--- src/design/two_list_sorted_merge_defines.svh ---
// ----------------------------------------------------------------------------
// Two-list sorted merge: assertion macros
// Shared concurrent assertion forms used by the merge block's back end.
// ----------------------------------------------------------------------------
`ifndef TWO_LIST_SORTED_MERGE_DEFINES_SVH
`define TWO_LIST_SORTED_MERGE_DEFINES_SVH

// Same-cycle implication, checked only outside reset.
`define TLSM_ASSERT_NOW(label, clk, rst_n, ante, cons, msg) \
    label: assert property (@(posedge clk) disable iff (!rst_n) (ante) |-> (cons)) \
        else $error(msg);

// Next-cycle implication, checked only outside reset.
`define TLSM_ASSERT_NEXT(label, clk, rst_n, ante, cons, msg) \
    label: assert property (@(posedge clk) disable iff (!rst_n) (ante) |=> (cons)) \
        else $error(msg);

`endif

--- src/design/tlsm_pkg.sv ---
// ----------------------------------------------------------------------------
// Two-list sorted merge: package
// Beat types, command codes and default sizes shared by the merge block.
// ----------------------------------------------------------------------------
package tlsm_pkg;

    localparam int LIST_DEPTH_DEF = 128;
    localparam int DATA_WIDTH_DEF = 32;
    localparam int Q_DEPTH        = 2;

    typedef enum logic [1:0] {
        KIND_LOAD_FIRST  = 2'd0,
        KIND_LOAD_SECOND = 2'd1,
        KIND_EMIT        = 2'd2,
        KIND_CLEAR       = 2'd3
    } t_kind;

    typedef struct packed {
        logic [1:0]         kind;
        logic signed [31:0] value;
    } t_in_beat;

    typedef struct packed {
        logic signed [31:0] merged_value;
        logic               from_second;
        logic               last;
        logic               empty_res;
        logic               overflow;
    } t_out_beat;

endpackage

--- src/design/tlsm_front.sv ---
// ----------------------------------------------------------------------------
// Two-list sorted merge: front end
// Accepts input beats, decodes the kind, fits the value to the store
// width and queues the command for the back end.
// ----------------------------------------------------------------------------
module tlsm_front #(
    parameter int DATA_WIDTH = tlsm_pkg::DATA_WIDTH_DEF
) (
    input  logic                   i_clk,
    input  logic                   i_rst_n,
    input  logic                   i_in_valid,
    output logic                   o_in_stall,
    input  tlsm_pkg::t_in_beat     i_in_data,
    output logic                   o_cmd_valid,
    output tlsm_pkg::t_kind        o_cmd,
    output logic [DATA_WIDTH-1:0]  o_cmd_value,
    input  logic                   i_cmd_pop
);
    import tlsm_pkg::*;

    localparam int PW = (Q_DEPTH > 1) ? $clog2(Q_DEPTH) : 1;
    localparam int CW = $clog2(Q_DEPTH + 1);

    t_kind                  r_q_cmd [Q_DEPTH];
    logic [DATA_WIDTH-1:0]  r_q_val [Q_DEPTH];
    logic [PW-1:0]          r_wr_ptr, n_wr_ptr;
    logic [PW-1:0]          r_rd_ptr, n_rd_ptr;
    logic [CW-1:0]          r_cnt, n_cnt;
    logic                   push;
    logic                   pop;
    logic [63:0]            value_ext;

    // Sign-extend the 32-bit value, then keep the store width.
    assign value_ext = 64'(i_in_data.value);

    assign o_in_stall  = (r_cnt == CW'(Q_DEPTH));
    assign push        = i_in_valid && !o_in_stall;
    assign o_cmd_valid = (r_cnt != '0);
    assign pop         = i_cmd_pop && o_cmd_valid;
    assign o_cmd       = r_q_cmd[r_rd_ptr];
    assign o_cmd_value = r_q_val[r_rd_ptr];

    always_comb begin
        n_wr_ptr = r_wr_ptr;
        n_rd_ptr = r_rd_ptr;
        n_cnt    = r_cnt;
        if (push) begin
            n_wr_ptr = (r_wr_ptr == PW'(Q_DEPTH - 1)) ? '0 : r_wr_ptr + PW'(1);
        end
        if (pop) begin
            n_rd_ptr = (r_rd_ptr == PW'(Q_DEPTH - 1)) ? '0 : r_rd_ptr + PW'(1);
        end
        if (push && !pop) begin
            n_cnt = r_cnt + CW'(1);
        end else if (pop && !push) begin
            n_cnt = r_cnt - CW'(1);
        end
    end

    always_ff @(posedge i_clk) begin
        if (!i_rst_n) begin
            r_wr_ptr <= '0;
            r_rd_ptr <= '0;
            r_cnt    <= '0;
        end else begin
            r_wr_ptr <= n_wr_ptr;
            r_rd_ptr <= n_rd_ptr;
            r_cnt    <= n_cnt;
        end
    end

    always_ff @(posedge i_clk) begin
        if (push) begin
            r_q_cmd[r_wr_ptr] <= t_kind'(i_in_data.kind);
            r_q_val[r_wr_ptr] <= value_ext[DATA_WIDTH-1:0];
        end
    end

endmodule

--- config.mk ---
export PLATFORM = sky130hd
export DESIGN_NAME = tlsm_front
export DESIGN_NICKNAME = d
export VERILOG_FILES = /design/src/design/two_list_sorted_merge_defines.svh /design/src/design/tlsm_pkg.sv /design/src/design/tlsm_front.sv
export SDC_FILE = /design/constraint.sdc
export NUM_CORES = 1
export LEC_CHECK = 0
export ABC_AREA = 1
export BUFFER_PORTS_ARGS = -buffer_cell sky130_fd_sc_hd__buf_4
export CAP_MARGIN = 20
export CORE_MARGIN = 3
export CORE_UTILIZATION = 50
export CTS_CLUSTER_SIZE = 8
export DETAILED_ROUTE_END_ITERATION = 10
export GPL_ROUTABILITY_DRIVEN = 0
export PLACE_DENSITY = 0.76
export SYNTH_ARGS = -nofsm -noshare
export SYNTH_HDL_FRONTEND = slang
export SYNTH_SLANG_ARGS = --single-unit
--- constraint.sdc ---
create_clock -name i_clk -period 6.6 [get_ports i_clk]
set_clock_uncertainty 0.05 [all_clocks]
set_input_delay 0.66 -clock i_clk [delete_from_list [all_inputs] [get_ports i_clk]]
set_output_delay 0.66 -clock i_clk [all_outputs]
set_load 0.02 [all_outputs]
## Yosys cells after proc, flatten, opt, wreduce, memory -nomap -nowiden

Memory sizes are Yosys's and may differ from the RTL's. A register that Yosys moved wholly into a read port is not among the register bits.
Cells that the tools add are included.

| storage, ports and cells | value |
|---|---|
| input port bits | 38 |
| output and inout port bits | 36 |
| word-level logic and storage cells | 29 |
| memory bits (writable) | 68 |
| memories | 2 |
| flip-flop bits (word level) | 4 |

Memories:

| name | depth | bits a word | read ports | clocked after Yosys merged registers in | write ports | line | RTL |
|---|---|---|---|---|---|---|---|
| r_q_val | 2 | 32 | 1 | 1 | 1 | tlsm_front.sv:25 | `logic [DATA_WIDTH-1:0] r_q_val [Q_DEPTH];` |
| r_q_cmd | 2 | 2 | 1 | 1 | 1 | tlsm_front.sv:24 | `t_kind r_q_cmd [Q_DEPTH];` |

| operators by class | value |
|---|---|
| add/sub/neg operators | 4 |
| reductions and logical operators | 9 |
| equal/unequal tests | 1 |
| multiplexer cells | 10 |

Operator list:

| kind | count |
|---|---|
| two-way mux 1 bit | 8 |
| logical AND 1 bit | 4 |
| two-way mux 2 bit | 2 |
| nonzero test 2 bit | 2 |
| logical NOT 1 bit | 3 |
| adder 1 bit (second input constant) | 2 |
| adder 2 x 1 -> 2 bit (second input constant) | 1 |
| equality test 2 bit (second input constant) | 1 |
| subtractor 2 x 1 -> 2 bit (second input constant) | 1 |

## Longest topological paths before layout

Gate-level depths: netlist (run 1).

| logic depth | value |
|---|---|
| word-level depth | 7 |
| mapped depth | 10 |
| depth with buffers taken out | 10 |

## Worst setup path before layout (run 1)

No wires, ideal clock.

| timing path | value |
|---|---|
| path type | input port to flip-flop |
| start point | input i_in_valid |
| end point | memory r_q_cmd[1][0] (netlist name), enable pin |
| cell stages on the path | 2 |
| setup time | 425 ps |
| arrival time | 2164 ps |
| setup slack | 3961 ps |
| cells stage by stage | o21ai_2 > nor2_1 |

| on the way | value |
|---|---|
| cells in the longest elaborated chain, start to end | 3 |

Ends and longest elaborated chain:

| item | line | RTL |
|---|---|---|
| start, declared | tlsm_front.sv:11 | `input logic i_in_valid,` |
| logical AND 1 bit | tlsm_front.sv:37 | `assign push = i_in_valid && !o_in_stall;` |
| two-way mux 1 bit | tlsm_front.sv:73 | `if (push) begin` |
| two-way mux 1 bit (implied by the code) | tlsm_front.sv:74 | `r_q_cmd[r_wr_ptr] <= t_kind'(i_in_data.kind);` |
| end, declared | tlsm_front.sv:24 |  |

Every way passes these cells.

==> results of run 1 <==
==> flip-flops by register name, summed over array words and instances (netlist names), named ones only <==
| register | cells |
|---|---|
| r_q_cmd | 4 |
| r_rd_ptr | 1 |
| r_wr_ptr | 1 |
| r_cnt | 2 |
| r_q_val | 64 |
==> cells by family (layout without fill, tap and decap cells) <==
family | after synthesis | in the layout
adders and majority gates | 1 | 1
DFF | 73 | 73
muxes | 34 | 34
buffers and inverters | 12 | 96
AOI/OAI and AO/OA | 5 | 5
and+or+nand+nor | 18 | 18
==> critical path: stages, from the launching register on <==
cell and delay (ps):
dfxtp_2 560, buf_12 270, mux2_2 360, buf_4 160
==> worst max-delay path by stage <==
stage / endpoint / slack [ps] / cells past startpoint
floorplan: r_q_cmd[1][0]$_DFFE_PP_ / 3960 / 2
global placement: o_cmd_value[10] / 4270 / 2
detailed placement: o_cmd_value[10] / 4240 / 2
CTS: o_cmd_value[10] / 3870 / 2
global route: o_cmd_value[16] / 4130 / 3
finish: o_cmd_value[16] / 4220 / 3
==> layout make-up <==
type / count / area (um^2)
fill: 346 / 1710
multi-input combinational: 58 / 626
timing repair buffer: 74 / 568
clock inverter: 2 / 7.51
sequential: 73 / 2140
inverter: 8 / 30.0
clock buffer: 12 / 135
tap: 70 / 87.6
==> cells in the mapped netlist <==
| cell | count | area [um^2] |
|---|---|---|
| buf_12 | 3 | 60.1 |
| inv_1 | 8 | 30.0 |
| mux2_2 | 4 | 45.0 |
| o21ai_0 | 2 | 10.0 |
| o21a_1 | 1 | 7.51 |
| mux2_4 | 30 | 450 |
| o21ai_2 | 1 | 8.76 |
| nand3_1 | 1 | 5.00 |
| dfxtp_1 | 5 | 100 |
| nand4_1 | 1 | 6.26 |
| edfxtp_1 | 68 | 2040 |
| nand2_1 | 7 | 26.3 |
| nor2_1 | 9 | 33.8 |
| ha_1 | 1 | 12.5 |
| buf_6 | 1 | 11.3 |
| a21oi_1 | 1 | 5.00 |
==> metal layers <==
| metal | track usage, % | part of all wire, % | vias up |
|---|---|---|---|
| met1 | 16.7 | 41 | 715 |
| met4 | 9.12 | 2.0 | 0 |
| met3 | 3.40 | 5.7 | 9 |
| li1 | - | - | 694 |
| met5 | 0 | 0 | - |
| met2 | 25.0 | 51 | 47 |
==> layout by cell type, fill, tap and decap left out <==
cell type  synthesis  layout
nand3_1            1       1
nor2_1             9       7
clkbuf_1           0       3
mux2_4            30      30
clkbuf_8           0       9
nor2_4             0       2
nand4_1            1       1
buf_4              0      73
dfxtp_2            0       1
edfxtp_1          68      68
clkinv_1           0       2
ha_1               1       1
a21oi_1            1       1
dfxtp_1            5       4
o21ai_0            2       2
o21a_1             1       1
buf_12             3       1
inv_1              8       8
nand2_1            7       7
mux2_2             4       4
o21ai_2            1       1
==> power breakdown <==
group	total, mW	switching (mW)	internal [mW]
logic	0.430	0.222	0.208
clock network	0.265	0.135	0.130
registers	0.619	0.0315	0.588
==> results.ini, run 1 <==
[outcome]
outcome=completed

[synthesis]
syn_nets=182
synth.area.mux_share_pct=17.4
synth_adder_area_share_pct=0.438
yosys.area_share.simple_pct=2.50
synth_top_family_by_area=multiplexers
synth-seq-cells=73
synth_cell_type_count=16
synth_compound_gate_area_share_pct=1.10
yosysSeqAreaShare_pct=75.1
yosys_warnings=0
syn_inst=143
synth_xor_area_share_pct=0
avgSynthCellArea_um2=20.0
syn-cell-area_um2=2850

[route]
vias_per_cell=4.93
drc=0
ant_nets=0
dr_total_vias=1465
wirelength_mm=4.70
drt_iter0_drc=73
dr.pass1.iters=4
wl_per_cell_um=15.8

[timing]
fmax_ghz=0.420
max_slew_margin_pct=33.9
grt_setup_unrepaired=no
fin_ws_ps=4220
hold_violations=0
finalSetupViolations=0
fin_crit_sh_pct=36.0
slew_violations=0
layout_min_cycle_time_ps=2380
worst_hold_slack_ps=452
worst_pin_slew_ps=989
finalSetupTns_ps=0

[placement]
portBuffers=73
dp_hpwl_mm=3.18
placed_cells_incl_taps=282
placed_cell_area_um2=3430
post-place-ws_ps=4240

[floorplan]
core-area_um2=5300
start_util_pct=53.8
die_x_um=81.6
io-pin-count=74
dieHeight_um=81.6
rows=26
die-area_um2=6650

[finish]
syn_to_final_growth_pct=26.0
fin_nets=263
fin_cells=297
diodes=0
stdcell_area_um2=3600
final_util_pct=67.8
drive_above_1_share_pct=53.3

[worst_setup_path]
cp.required_ps=5890
rr_endpoint=r_q_cmd[1][0]$_DFFE_PP_
r2r-start=r_cnt[1]$_SDFFE_PN0P_
cp_max_fo=24
cp.arrival_ps=1670
rrSetupSlack_ps=4810
cp-end-kind=primary output
reg2reg_depth=3
crit_type=flop to primary output
critPathLaunchType=flop

[clock_tree]
clk_path_buf_depth=2
postCtsHoldBufs=0
cts_resized=0
clock_latency_ps=320
cts_tree=done
cts_root_buffer=clkbuf_8
postCtsSetupRepairBufs=0
numCtsBuffers=9
clk_pin_slew_ps=60
clock_sinks=73
h-tree-depth=3

[grt]
grt-ovfl-total=0
grt_use_total_pct=14.7
grt_pass1_wl_mm=7.02
first_global_vias=1526
grt_max_degree=35
antenna_found_initial=0

[pwr]
powerDensity_nw_per_um2=365
vdd_drop_max_uv=217
power_mw=1.31
power.leakage_nw=1.43

[worst_hold_path]
whs_path_depth=2
min_path_type=flop to flop
min_from=r_rd_ptr$_SDFFE_PN0P_

[flow_run]
maxCapViolCount=0

Note: power is estimated with default switching activity, not from simulation.
==> run 2, diff against run 1 <==
==> constraint.sdc (replaced) <==
create_clock -name i_clk -period 2.4 [get_ports i_clk]
set_clock_uncertainty 0.05 [all_clocks]
set_input_delay 0.24 -clock i_clk [delete_from_list [all_inputs] [get_ports i_clk]]
set_output_delay 0.24 -clock i_clk [all_outputs]
set_load 0.02 [all_outputs]
==> run 2 against run 1 <==
Power increased to 3.0 times the previous value. Clock power increased to 3.8 times the previous value. Register-to-register slack got worse by 4200 ps. First-iteration DRC count increased by 2.7%. Critical path type unchanged.
==> results.ini, run 2 (same netlist as run 1, synthesis figures left out) <==
[grt]
grt_use_total_pct=16.5
grt_max_degree=35
antenna_found_initial=0
grt-ovfl-total=0
first_global_vias=1602
grt_pass1_wl_mm=7.91

[clock_tree]
clk_path_buf_depth=2
clock_latency_ps=330
postCtsHoldBufs=0
postCtsSetupRepairBufs=0
h-tree-depth=3
cts_root_buffer=clkbuf_8
clock_sinks=73
cts_tree=done
numCtsBuffers=9
clk_pin_slew_ps=70
cts_resized=0

[route]
dr.pass1.iters=5
wirelength_mm=5.11
wl_per_cell_um=17.0
dr_total_vias=1525
drc=0
ant_nets=0
vias_per_cell=5.07
drt_iter0_drc=75

[worst_setup_path]
critPathLaunchType=flop
cp_max_fo=27
cp.arrival_ps=1600
cp.required_ps=2110
cp-end-kind=primary output
crit_type=flop to primary output

[finish]
regMostFlops=r_q_val
n_fill_cell=345
layout_commonest_cell=buf_4
final_util_pct=69.9
fin_nets=265
most-common-layout-cells=buf_4, edfxtp_1, mux2_4
syn_to_final_growth_pct=29.8
reg_top3=r_q_val: 64 flops, r_q_cmd: 4 flops, r_cnt: 2 flops
diodes=0
largest_reg_flops=64
drive_above_1_share_pct=55.8

[placement]
portBuffers=73
post-place-ws_ps=706
dp_hpwl_mm=3.63

[timing]
finalSetupViolations=0
fmax_ghz=0.528
worst_pin_slew_ps=474
slew_violations=0
max_slew_margin_pct=68.3
grt_setup_unrepaired=no
fin_crit_sh_pct=78.9
layout_min_cycle_time_ps=1890
finalSetupTns_ps=0
hold_violations=0
worst_hold_slack_ps=40.5
fin_ws_ps=506

[pwr]
powerDensity_nw_per_um2=1060
power.leakage_nw=1.48
vdd_drop_max_uv=740

[worst_hold_path]
min_path_type=primary input to flop

[floorplan]
die_x_um=81.6
die-area_um2=6650
start_util_pct=53.8
io-pin-count=74
dieHeight_um=81.6
rows=26
core-area_um2=5300

[outcome]
outcome=completed

[flow_run]
maxCapViolCount=0

## run 2: cell types whose count changed in the layout (fill, tap and decap cells not counted), sizes merged
cell and change:
buf +2, clkbuf -2, clkinvlp +1, bufinv +2, clkinv +1
## run 2: final timing paths
path	slack, ps	end	start	depth (start not counted)
worst min register to register	470	flop	r_rd_ptr$_SDFFE_PN0P_	2
worst max-delay path	510	o_cmd_value[10]	flop	3
worst min-delay path	40	r_q_val[1][0]$_DFFE_PP_	i_in_data[0]	1
worst max register to register	630	r_cnt[1]$_SDFFE_PN0P_	r_cnt[1]$_SDFFE_PN0P_	9
## run 2: layer usage
layer	global-route usage, %	part of all wire [%]
met5	0	0
met1	18.4	38
met4	6.42	0.92
met2	28.8	54
met3	5.92	7.0
## run 2: where the power goes
group | switching, mW | internal, mW
Sequential | 0.0845 | 1.61
Combinational | 0.641 | 0.601
Clock | 0.418 | 0.580
## run 2: stage by stage
stage	power [mW]	cell area, um^2	instances
global placement	2.91	3490	285
finish	3.94	3700	301
CTS	3.97	3700	301
global route	4.10	3700	301
floorplan	2.54	2850	143
detailed placement	2.97	3490	285
## run 2: cell type report
| type | instances | area [um^2] | area share (%) |
|---|---|---|---|
| clock buffers | 10 | 128 | 3.44 |
| clock inverters | 6 | 82.6 | 2.23 |
| inverters | 8 | 30.0 | 0.811 |
| multi-input cells | 58 | 626 | 16.9 |
| flip-flops and latches | 73 | 2140 | 57.9 |
| well taps | 70 | 87.6 | 2.36 |
| repair buffers | 76 | 608 | 16.4 |
## run 2: critical path, cell delays in order (launching register included)
cell and delay [ps]:
dfxtp_2 470, buf_12 260, mux2_2 360, buf_4 160
==> run 3, diff against run 2 <==
--- a/config.mk
+++ b/config.mk
@@ -9,11 +9,11 @@
 export BUFFER_PORTS_ARGS = -buffer_cell sky130_fd_sc_hd__buf_4
 export CAP_MARGIN = 20
 export CORE_MARGIN = 3
-export CORE_UTILIZATION = 50
+export CORE_UTILIZATION = 47
 export CTS_CLUSTER_SIZE = 8
 export DETAILED_ROUTE_END_ITERATION = 10
 export GPL_ROUTABILITY_DRIVEN = 0
-export PLACE_DENSITY = 0.76
+export PLACE_DENSITY = 0.75
 export SYNTH_ARGS = -nofsm -noshare
 export SYNTH_HDL_FRONTEND = slang
 export SYNTH_SLANG_ARGS = --single-unit
==> constraint.sdc (replaced) <==
create_clock -name i_clk -period 1.5 [get_ports i_clk]
set_clock_uncertainty 0.05 [all_clocks]
set_input_delay 0.15 -clock i_clk [delete_from_list [all_inputs] [get_ports i_clk]]
set_output_delay 0.15 -clock i_clk [all_outputs]
set_load 0.02 [all_outputs]
==> run 3 against run 2 <==
The run now ends with negative setup slack left. Global-route usage rose by 0.82 points. Die area is 5.9% higher. Sequential power rose by 59%. Routed wire length up 11%. Final cell count rose by 16%. Utilization up 7.3 points. Design area up 18%. Critical path depth grew 1. Via count is 9.8% higher. Combinational power rose by 120%. Hold slack got worse by 17 ps. Sequential share of layout area fell by 8.8 points. Largest cell class unchanged. Largest power group unchanged.
==> results.ini, run 3 (same netlist as run 1, synthesis figures left out) <==
[timing]
worst_pin_slew_ps=160
hold_violations=0
finalSetupViolations=34
grt_setup_unrepaired=yes
max_slew_margin_pct=89.2
layout_min_cycle_time_ps=1610
fin_ws_ps=-106
fmax_ghz=0.623
fin_crit_sh_pct=107
finalSetupTns_ps=-3330
slew_violations=0

[clock_tree]
h-tree-depth=3
cts_root_buffer=clkbuf_8
numCtsBuffers=9
cts_tree=done
clk_pin_slew_ps=70
clk_path_buf_depth=2
clock_sinks=73
clock_latency_ps=320

[floorplan]
rows=27
start_util_pct=50.3
dieHeight_um=83.9
core-area_um2=5680
io-pin-count=74
die-area_um2=7040
die_x_um=83.9

[finish]
n_fill_cell=303
fin_nets=312
final_util_pct=77.2
layout_commonest_cell=edfxtp_1
drive_above_1_share_pct=51.1
most-common-layout-cells=edfxtp_1, buf_4, buf_6
reg_top3=r_q_val: 64 flops, r_q_cmd: 4 flops, r_cnt: 2 flops
largest_reg_flops=64
stdcell_area_um2=4380
seqCellArea_um2=2150
syn_to_final_growth_pct=53.5
regMostFlops=r_q_val
multi_input_area_um2=653
diodes=0

[worst_setup_path]
rrSetupSlack_ps=150
cp_max_fo=7
endpoint=o_cmd_value[26]
crit_type=flop to primary output
cp-end-kind=primary output
cp.arrival_ps=1410
critPathLaunchType=flop
cp.required_ps=1300
rr_endpoint=r_cnt[1]$_SDFFE_PN0P_
reg2reg_depth=9
r2r-start=r_cnt[1]$_SDFFE_PN0P_

[placement]
portBuffers=73
dp_hpwl_mm=3.59
placed_cell_area_um2=3540

[route]
wirelength_mm=5.69
dr.pass1.iters=4
wl_per_cell_um=16.3
drc=0
drt_iter0_drc=116
ant_nets=0
dr_total_vias=1674
vias_per_cell=4.78

[grt]
antenna_found_initial=0
first_global_vias=1829
grt-ovfl-total=0
grt_use_total_pct=17.3
grt_pass1_wl_mm=9.34
grt_max_degree=21

[pwr]
powerDensity_nw_per_um2=1550
vdd_drop_max_uv=1010
power.leakage_nw=1.76

[flow_run]
maxCapViolCount=0

[outcome]
outcome=complete, but fails checks
violations=negative setup slack

[worst_hold_path]
min_path_type=primary input to flop

## run 3: power breakdown
part	internal [mW]	switching [mW]
clock network	0.750	0.641
logic	1.49	1.20
registers	2.59	0.113
total	4.83	1.96
## run 3: worst min-delay path by stage
stage | from | end | slack [ps] | depth (start not counted)
2_1_floorplan | i_in_data[32] | r_q_cmd[0][0]$_DFFE_PP_ | 200 | 0
3_3_place_gp | i_in_data[33] | r_q_cmd[0][1]$_DFFE_PP_ | 290 | 1
3_5_place_dp | i_in_data[23] | r_q_val[0][23]$_DFFE_PP_ | 290 | 1
4_1_cts | i_rst_n | r_cnt[1]$_SDFFE_PN0P_ | 10 | 3
5_1_grt | i_rst_n | r_cnt[1]$_SDFFE_PN0P_ | 20 | 3
6_report | i_rst_n | r_cnt[1]$_SDFFE_PN0P_ | 20 | 3
## run 3: through the flow
step	setup slack [ps]	std cells	hold WS, ps	total power [mW]
floorplan	-344	143	199	4.06
global placement	158	293	286	4.74
detailed placement	46.6	293	289	4.80
CTS	-119	350	12.0	6.79
global route	-156	350	19.1	7.08
finish	-106	350	23.4	6.78
## run 3: cell type report
cell class	instances	share of cell area, %
Sequential cell	73	49.0
Timing Repair Buffer	123	29.3
Multi-Input combinational cell	58	14.9
Clock buffer	11	3.00
Tap cell	72	2.06
Clock inverter	5	1.06
Inverter	8	0.685
## run 3: critical path, cell delays in order (launching register included)
cell and delay, ps:
dfxtp_4 380, buf_12 130, buf_12 130, mux2_4 310, buf_6 130
## run 3: what timing repair did
item	in CTS	in global routing
gates cloned	4	0
resized for setup	47	4
setup endpoints to repair	34	36
hold buffers	34	0
hold endpoints to repair	68	0
buffers inserted	3	0
## run 3: layer usage
layer	vias to the layer above	part of all wire [%]	global-route usage, %
met5	-	0	0
met3	10	3.9	3.85
li1	802	-	-
met4	0	1.0	5.26
met2	42	55	30.7
met1	820	40	21.1
